`config.mk`:
```
export PLATFORM = sky130hd
export DESIGN_NAME = rtl_front
export DESIGN_NICKNAME = d
export VERILOG_FILES = /design/src/sv/rtl_pkg.sv /design/src/sv/rtl_front.sv
export SDC_FILE = /design/constraint.sdc
export NUM_CORES = 1
export LEC_CHECK = 0
export BUFFER_PORTS_ARGS = -buffer_cell sky130_fd_sc_hd__buf_2
export CELL_PAD_IN_SITES_DETAIL_PLACEMENT = 1
export CELL_PAD_IN_SITES_GLOBAL_PLACEMENT = 1
export CORE_MARGIN = 4
export CORE_UTILIZATION = 34
export DETAILED_ROUTE_END_ITERATION = 7
export GPL_ROUTABILITY_DRIVEN = 1
export PLACE_DENSITY_LB_ADDON = 0.25
export RECOVER_POWER = 50
export SETUP_SLACK_MARGIN = 0.3
export SYNTH_ARGS = -nofsm -noshare
export SYNTH_HDL_FRONTEND = slang
export SYNTH_SLANG_ARGS = --single-unit
```
`constraint.sdc`:
```
create_clock -name aclk -period 2.6 [get_ports aclk]
set_input_delay 0.13 -clock aclk [delete_from_list [all_inputs] [get_ports aclk]]
set_output_delay 0.13 -clock aclk [all_outputs]
set_load 0.05 [all_outputs]
```
`src/sv/rtl_pkg.sv`:
```
// ============================================================================
// rtl_pkg
// Shared types and constants for the radiance/temperature lookup block.
// ============================================================================
package rtl_pkg;

    localparam int TableDepthDefault = 256;
    localparam int FracBitsDefault   = 16;
    localparam int IdxFrac           = 20;

    localparam logic [1:0] FUNC_LOAD    = 2'd0;
    localparam logic [1:0] FUNC_FORWARD = 2'd1;
    localparam logic [1:0] FUNC_INVERSE = 2'd2;

    localparam logic [2:0] REG_TEMP_LOW  = 3'd0;
    localparam logic [2:0] REG_TEMP_HIGH = 3'd1;
    localparam logic [2:0] REG_TEMP_STEP = 3'd2;
    localparam logic [2:0] REG_STEP_RECIP = 3'd3;
    localparam logic [2:0] REG_ENTRIES   = 3'd4;

    // Command passed from the front end to the back end through the queue
    typedef struct packed {
        logic        inverse;
        logic [15:0] temperature;
        logic [31:0] radiance;
    } rtl_cmd_t;

endpackage

```
`src/sv/rtl_front.sv`:
```
// ============================================================================
// rtl_front
// Input front end: decodes items, performs table loads, and queues lookups.
// ============================================================================
module rtl_front #(
    parameter int TABLE_DEPTH = rtl_pkg::TableDepthDefault
) (
    input  logic                           aclk,
    input  logic                           aresetn,
    input  logic                           s_valid,
    output logic                           s_ready,
    input  logic [1:0]                     s_func,
    input  logic [7:0]                     s_entry_index,
    input  logic [31:0]                    s_table_word,
    input  logic [15:0]                    s_temperature_in,
    input  logic [31:0]                    s_radiance_in,
    output logic                           load_en,
    output logic [$clog2(TABLE_DEPTH)-1:0] load_addr,
    output logic [31:0]                    load_data,
    output logic                           q_valid,
    input  logic                           q_ready,
    output rtl_pkg::rtl_cmd_t              q_cmd
);

    localparam int AW = $clog2(TABLE_DEPTH);

    // Two-entry queue toward the back end
    rtl_pkg::rtl_cmd_t slot_reg [2];
    logic [1:0]        cnt_reg;
    logic              wp_reg, rp_reg;
    logic              push, pop, in_acc, is_lookup;

    // Hold a load until no lookup is queued or busy in the engine
    assign s_ready   = (s_func == rtl_pkg::FUNC_LOAD) ? ((cnt_reg == 2'd0) && q_ready)
                                                      : (cnt_reg != 2'd2);
    assign in_acc    = s_valid && s_ready;
    assign is_lookup = (s_func == rtl_pkg::FUNC_FORWARD) || (s_func == rtl_pkg::FUNC_INVERSE);
    assign push      = in_acc && is_lookup;
    assign q_valid   = (cnt_reg != 2'd0);
    assign pop       = q_valid && q_ready;
    assign q_cmd     = slot_reg[rp_reg];

    // Load path: drop slots beyond the table
    assign load_en   = in_acc && (s_func == rtl_pkg::FUNC_LOAD)
                       && ({24'd0, s_entry_index} < TABLE_DEPTH);
    assign load_addr = AW'(s_entry_index);
    assign load_data = s_table_word;

    always_ff @(posedge aclk) begin
        if (!aresetn) begin
            cnt_reg <= 2'd0;
            wp_reg  <= 1'b0;
            rp_reg  <= 1'b0;
        end else begin
            if (push) begin
                slot_reg[wp_reg] <= '{inverse: (s_func == rtl_pkg::FUNC_INVERSE),
                                      temperature: s_temperature_in,
                                      radiance: s_radiance_in};
                wp_reg <= !wp_reg;
            end
            if (pop) begin
                rp_reg <= !rp_reg;
            end
            cnt_reg <= cnt_reg + {1'b0, push} - {1'b0, pop};
        end
    end

endmodule

```
# Word-level counts from Yosys, hierarchy flattened
# Memory sizes are Yosys's and may differ from the RTL's. A register that Yosys moved wholly into a read port is not among the register bits.
# Index checks and enable logic that the tools add are counted.
[word_totals]
regBits = 4
ramBits = 98
in_bits = 94
elab_cells = 26
memories = 1
[mem_list]
columns = ["memory", "depth", "width", "rd", "rd_clocked_by_memory_dff", "wr", "line", "text"]
rows = [
  ["slot_reg", 2, 49, 1, 1, 1, "rtl_front.sv:28", "rtl_pkg::rtl_cmd_t slot_reg [2];"],
]
[classes]
add_sub_neg = 2
n_eq_ne = 3
mux = 6
n_reduce_logical = 11
[ops]
columns = ["op", "count"]
rows = [
  ["$mux W1", 6],
  ["$logic_and A1 B1 Y1", 5],
  ["$logic_not A2 Y1", 2],
  ["$add A2 B1 Y2", 1],
  ["$eq A2 B1 Y1 const B", 1],
  ["$eq A2 B2 Y1 const B", 1],
  ["$logic_not A1 Y1", 2],
  ["$ne A2 B2 Y1 const B", 1],
  ["$reduce_bool A2 Y1", 1],
  ["$sub A2 B1 Y2", 1],
  ["$logic_or A1 B1 Y1", 1],
]

# Longest topological paths before layout
[logic_depth]
ltp_word = 8
depth_mapped = 11

# Least setup slack after synthesis
# No wires, ideal clock.
[synth_timing]
path_kind = "reg-to-reg"
start = "reg cnt_reg[0]"
end = "mem slot_reg[0][0] (netlist name) (enable)"
setup_time_ps = 435
arrival_time_ps = 2325
t_required_ps = 2165
slack_ps = -161
stages_incl_launch_ff = 3
period_less_slack_ps = 2761
cell_sequence = "dfxtp_1 nand2b_4 a2111oi_4"
[synth_between]
elab_chain_cells = 8
word_cells_on_any_way = 9
[synth_lines]
columns = ["item", "line", "text"]
rows = [
  ["start: declaration", "rtl_front.sv:29", "logic [1:0] cnt_reg;"],
  ["start signal: assignment", "rtl_front.sv:64", "cnt_reg <= cnt_reg + {1'b0, push} - {1'b0, pop};"],
  ["$logic_not A2 Y1", "rtl_front.sv:34", "assign s_ready = (s_func == rtl_pkg::FUNC_LOAD) ? ((cnt_reg == 2'd0) && q_ready)"],
  ["$logic_and A1 B1 Y1", "rtl_front.sv:34", ""],
  ["$mux W1 (*)", "rtl_front.sv:34", ""],
  ["$logic_and A1 B1 Y1 (*)", "rtl_front.sv:36", "assign in_acc = s_valid && s_ready;"],
  ["$logic_and A1 B1 Y1 (*)", "rtl_front.sv:38", "assign push = in_acc && is_lookup;"],
  ["$mux W1 (*)", "rtl_front.sv:55", "if (push) begin"],
  ["$mux W1 (*)", "rtl_front.sv:50", "if (!aresetn) begin"],
  ["$mux W1 (implied by the code) (*)", "rtl_front.sv:56", "slot_reg[wp_reg] <= '{inverse: (s_func == rtl_pkg::FUNC_INVERSE),"],
  ["end: declaration", "rtl_front.sv:28", ""],
]
# Every way passes the cells marked *; elsewhere a longest branch is shown, timed or not.

# Final worst setup path
[layout_timing]
start = "reg cnt_reg[0]"
end = "mem slot_reg[0][15] (netlist name) (enable)"
# The elaborated chain is that of the path after synthesis.

==> flow_metrics.tcl <==
set metrics [dict create \
    rows 40 \
    finalHoldViolations 0 \
    core_area_sq_mm 0.0120 \
    grt_setup_unrepaired "no" \
    stdcell_count 501 \
    crit_fanout 50 \
    worstSetupPathDepth 3 \
    min_to "cnt_reg[1]" \
    clockBufferDepth 2 \
    syn_nets 323 \
    worst_pin_slew_ns 0.775 \
    clock_sinks 103 \
    gp_congestion 0.664 \
    htreeDepth 3 \
    syn_area_per_cell_sq_um 18.5 \
    slowest_stage "a2111oi_0" \
    hold_depth 2 \
    largest_reg_flops 98 \
    path_buf_inv 1 \
    routed_wl_mm 8.14 \
    min_period_ns 2.01 \
    cts_root_buffer "clkbuf_16" \
    nets 447 \
    timing.final.crit_share 0.774 \
    max_stage_delay_ns 0.71 \
    ys_seq_elements 103 \
    start_kind "register" \
    num-fill-cells 1216 \
    grt_usage 0.118 \
    status "complete, no violations" \
    p_per_area_mw_per_mm2 921 \
    antenna_found_initial 0 \
    routed_via_density 4.41 \
    initial_core_util 0.346 \
    r2r_start "cnt_reg[0]" \
    dpl.hpwl_mm 5.07 \
    place_area_sq_mm 0.00460 \
    cts_tree "done" \
    hold_path_class "input pin to register" \
    die_area_sq_mm 0.0141 \
    worstPathRequired_ns 2.61 \
    grt_max_degree 51 \
    ioPinCount 186 \
    finalPower_w 0.00489 \
    drv_slew 0 \
    r2r_end "slot_reg[0][15]" \
    timing.final.ws_setup_ns 0.588 \
    num_vias 2210 \
    max_slew_margin 0.470 \
    rrSetupSlack_ns 0.59 \
    timing.fmax_mhz 497 \
    syn_inst 225 \
    drc 0 \
    cp_top_family "compound AO/OA/AOI/OAI gates" \
    antenna_cells 0 \
    cts_buffers 9 \
    first_pass_iters 3 \
    grt_pass1_wl_mm 12.8 \
    grt-ovfl-total 0 \
    wl_per_cell_microns 16.2 \
    dp_slack_ns 0.683 \
    critPathArrivalTime_ns 2.02 \
    grt_pass1_vias 2488 \
    final_antenna_net_count 0 \
    insertion_delay_ns 0.34 \
    endpoint_kind "register" \
    synth_cell_types 22 \
    setup_violations 0 \
    ir_drop_v 0.000366 \
    post_cts_buffers 0 \
    timing.hold.ws_ns 0.0937 \
    drt-initial-drc-count 56 \
    power.leakage_nw 1.90 \
    port_buffers 105 \
    clk_transition_reported_paths_ns 0.06 \
    yosys_warnings 0 \
    cp_cell_sequence "nand2b_1, a2111oi_0, buf_12" \
    die_y_microns 119 \
    max-cap-violations 0 \
    die_x_microns 119 \
    finClkSkew_ns 0.00522 \
    syn_area_sq_mm 0.00416 \
    synthToLayoutAreaGrowth_pct 27.8 \
    ys_seq_area_frac 0.732 \
    dpl.cell_count 437 \
    r2r_cells 3 \
    final_cell_area_sq_mm 0.00531 \
    hp-start "aresetn" \
    drive_above_1_share 0.395 \
    worstSetupPathType "register to register" \
]
-- worst reg2reg max path, stage by stage, from the launching register on --
cell and delay, ns:
dfxtp_1 0.36, nand2b_1 0.21, a2111oi_0 0.71, buf_12 0.35
-- synth_stat cells --
cell,number,share of area
and2_1,2,0.0030
dfxtp_1,5,0.024
inv_1,4,0.0036
nor2b_1,2,0.0030
a211oi_2,1,0.0030
a2111oi_4,1,0.0066
buf_4,42,0.076
buf_2,3,0.0036
edfxtp_1,98,0.71
mux2_1,1,0.0027
nand2_1,2,0.0018
ha_1,4,0.012
o21a_1,1,0.0018
xnor2_1,3,0.0063
or2_2,1,0.0015
nor2b_2,1,0.0021
nand2b_4,1,0.0033
o21bai_1,1,0.0018
mux2_2,48,0.13
nand2b_1,1,0.0015
and3_1,2,0.0030
a21oi_1,1,0.0012
-- routing by layer --
metal / wire length [microns] / global-route usage
met3: 454 / 0.0368
met5: 0 / 0
met4: 192 / 0.0565
met1: 3050 / 0.122
met2: 4440 / 0.217
-- report_power, final --
part	switching, W	internal (W)
logic	0.00106	0.000482
registers	0.0000306	0.00191
clock network	0.000567	0.000842
-- kinds of logic (layout without fill, tap and decap cells) --
group / after synthesis / in the layout / share of synthesized area
DFF: 103 / 103 / 0.732
xor gates and xnor gates: 3 / 3 / 0.00632
and+or+nand+nor: 12 / 12 / 0.0193
muxes: 49 / 49 / 0.133
adders and majority gates: 4 / 4 / 0.0120
buffers and inverters: 49 / 178 / 0.0831
AOI/OAI and AO/OA: 5 / 5 / 0.0144
-- stage by stage --
stage	utilization	TNS, ns
final	0.442	0
after floorplan	-	-5.11
after global placement	0.383	0
after global routing	0.442	0
after detailed placement	0.383	0
after CTS	0.449	0
-- layout make-up --
type                            count  area, sq um  share of cell area
Sequential cell                   103         3040               0.573
Clock buffer                       10          229              0.0431
Timing Repair Buffer              158         1010               0.189
Tap cell                          147          184              0.0346
Multi-Input combinational cell     73          751               0.141
Clock inverter                      6         83.8              0.0158
Inverter                            4         15.0             0.00283
-- worst max-delay path by stage --
stage                from         endpoint
6_report       cnt_reg[0]  slot_reg[0][15]
4_1_cts        cnt_reg[0]       cnt_reg[1]
2_1_floorplan  cnt_reg[0]   slot_reg[0][0]
5_1_grt        cnt_reg[0]  slot_reg[0][18]
3_5_place_dp    s_func[1]       cnt_reg[1]
3_3_place_gp    s_func[1]       cnt_reg[1]
-- repair_timing --
| action | CTS | global route |
|---|---|---|
| gates resized for setup | 0 | 0 |
| hold buffers | 48 | 0 |
| endpoints found under the hold margin | 96 | 0 |
-- layout by cell type, fill, tap and decap left out, types with 2 or more instances in the layout --
master and count:
and2_1 2, buf_2 64, buf_4 4, bufinv_16 2, clkbuf_1 41, clkbuf_16 9, clkinv_2 3, dfxtp_1 4
dlygate4sd3_1 48, edfxtp_1 98, ha_1 4, inv_1 3, mux2_2 48, nand2b_1 2, nor2b_1 2, xnor2_1 3
No activity file was read; power rests on OpenSTA's default activity.
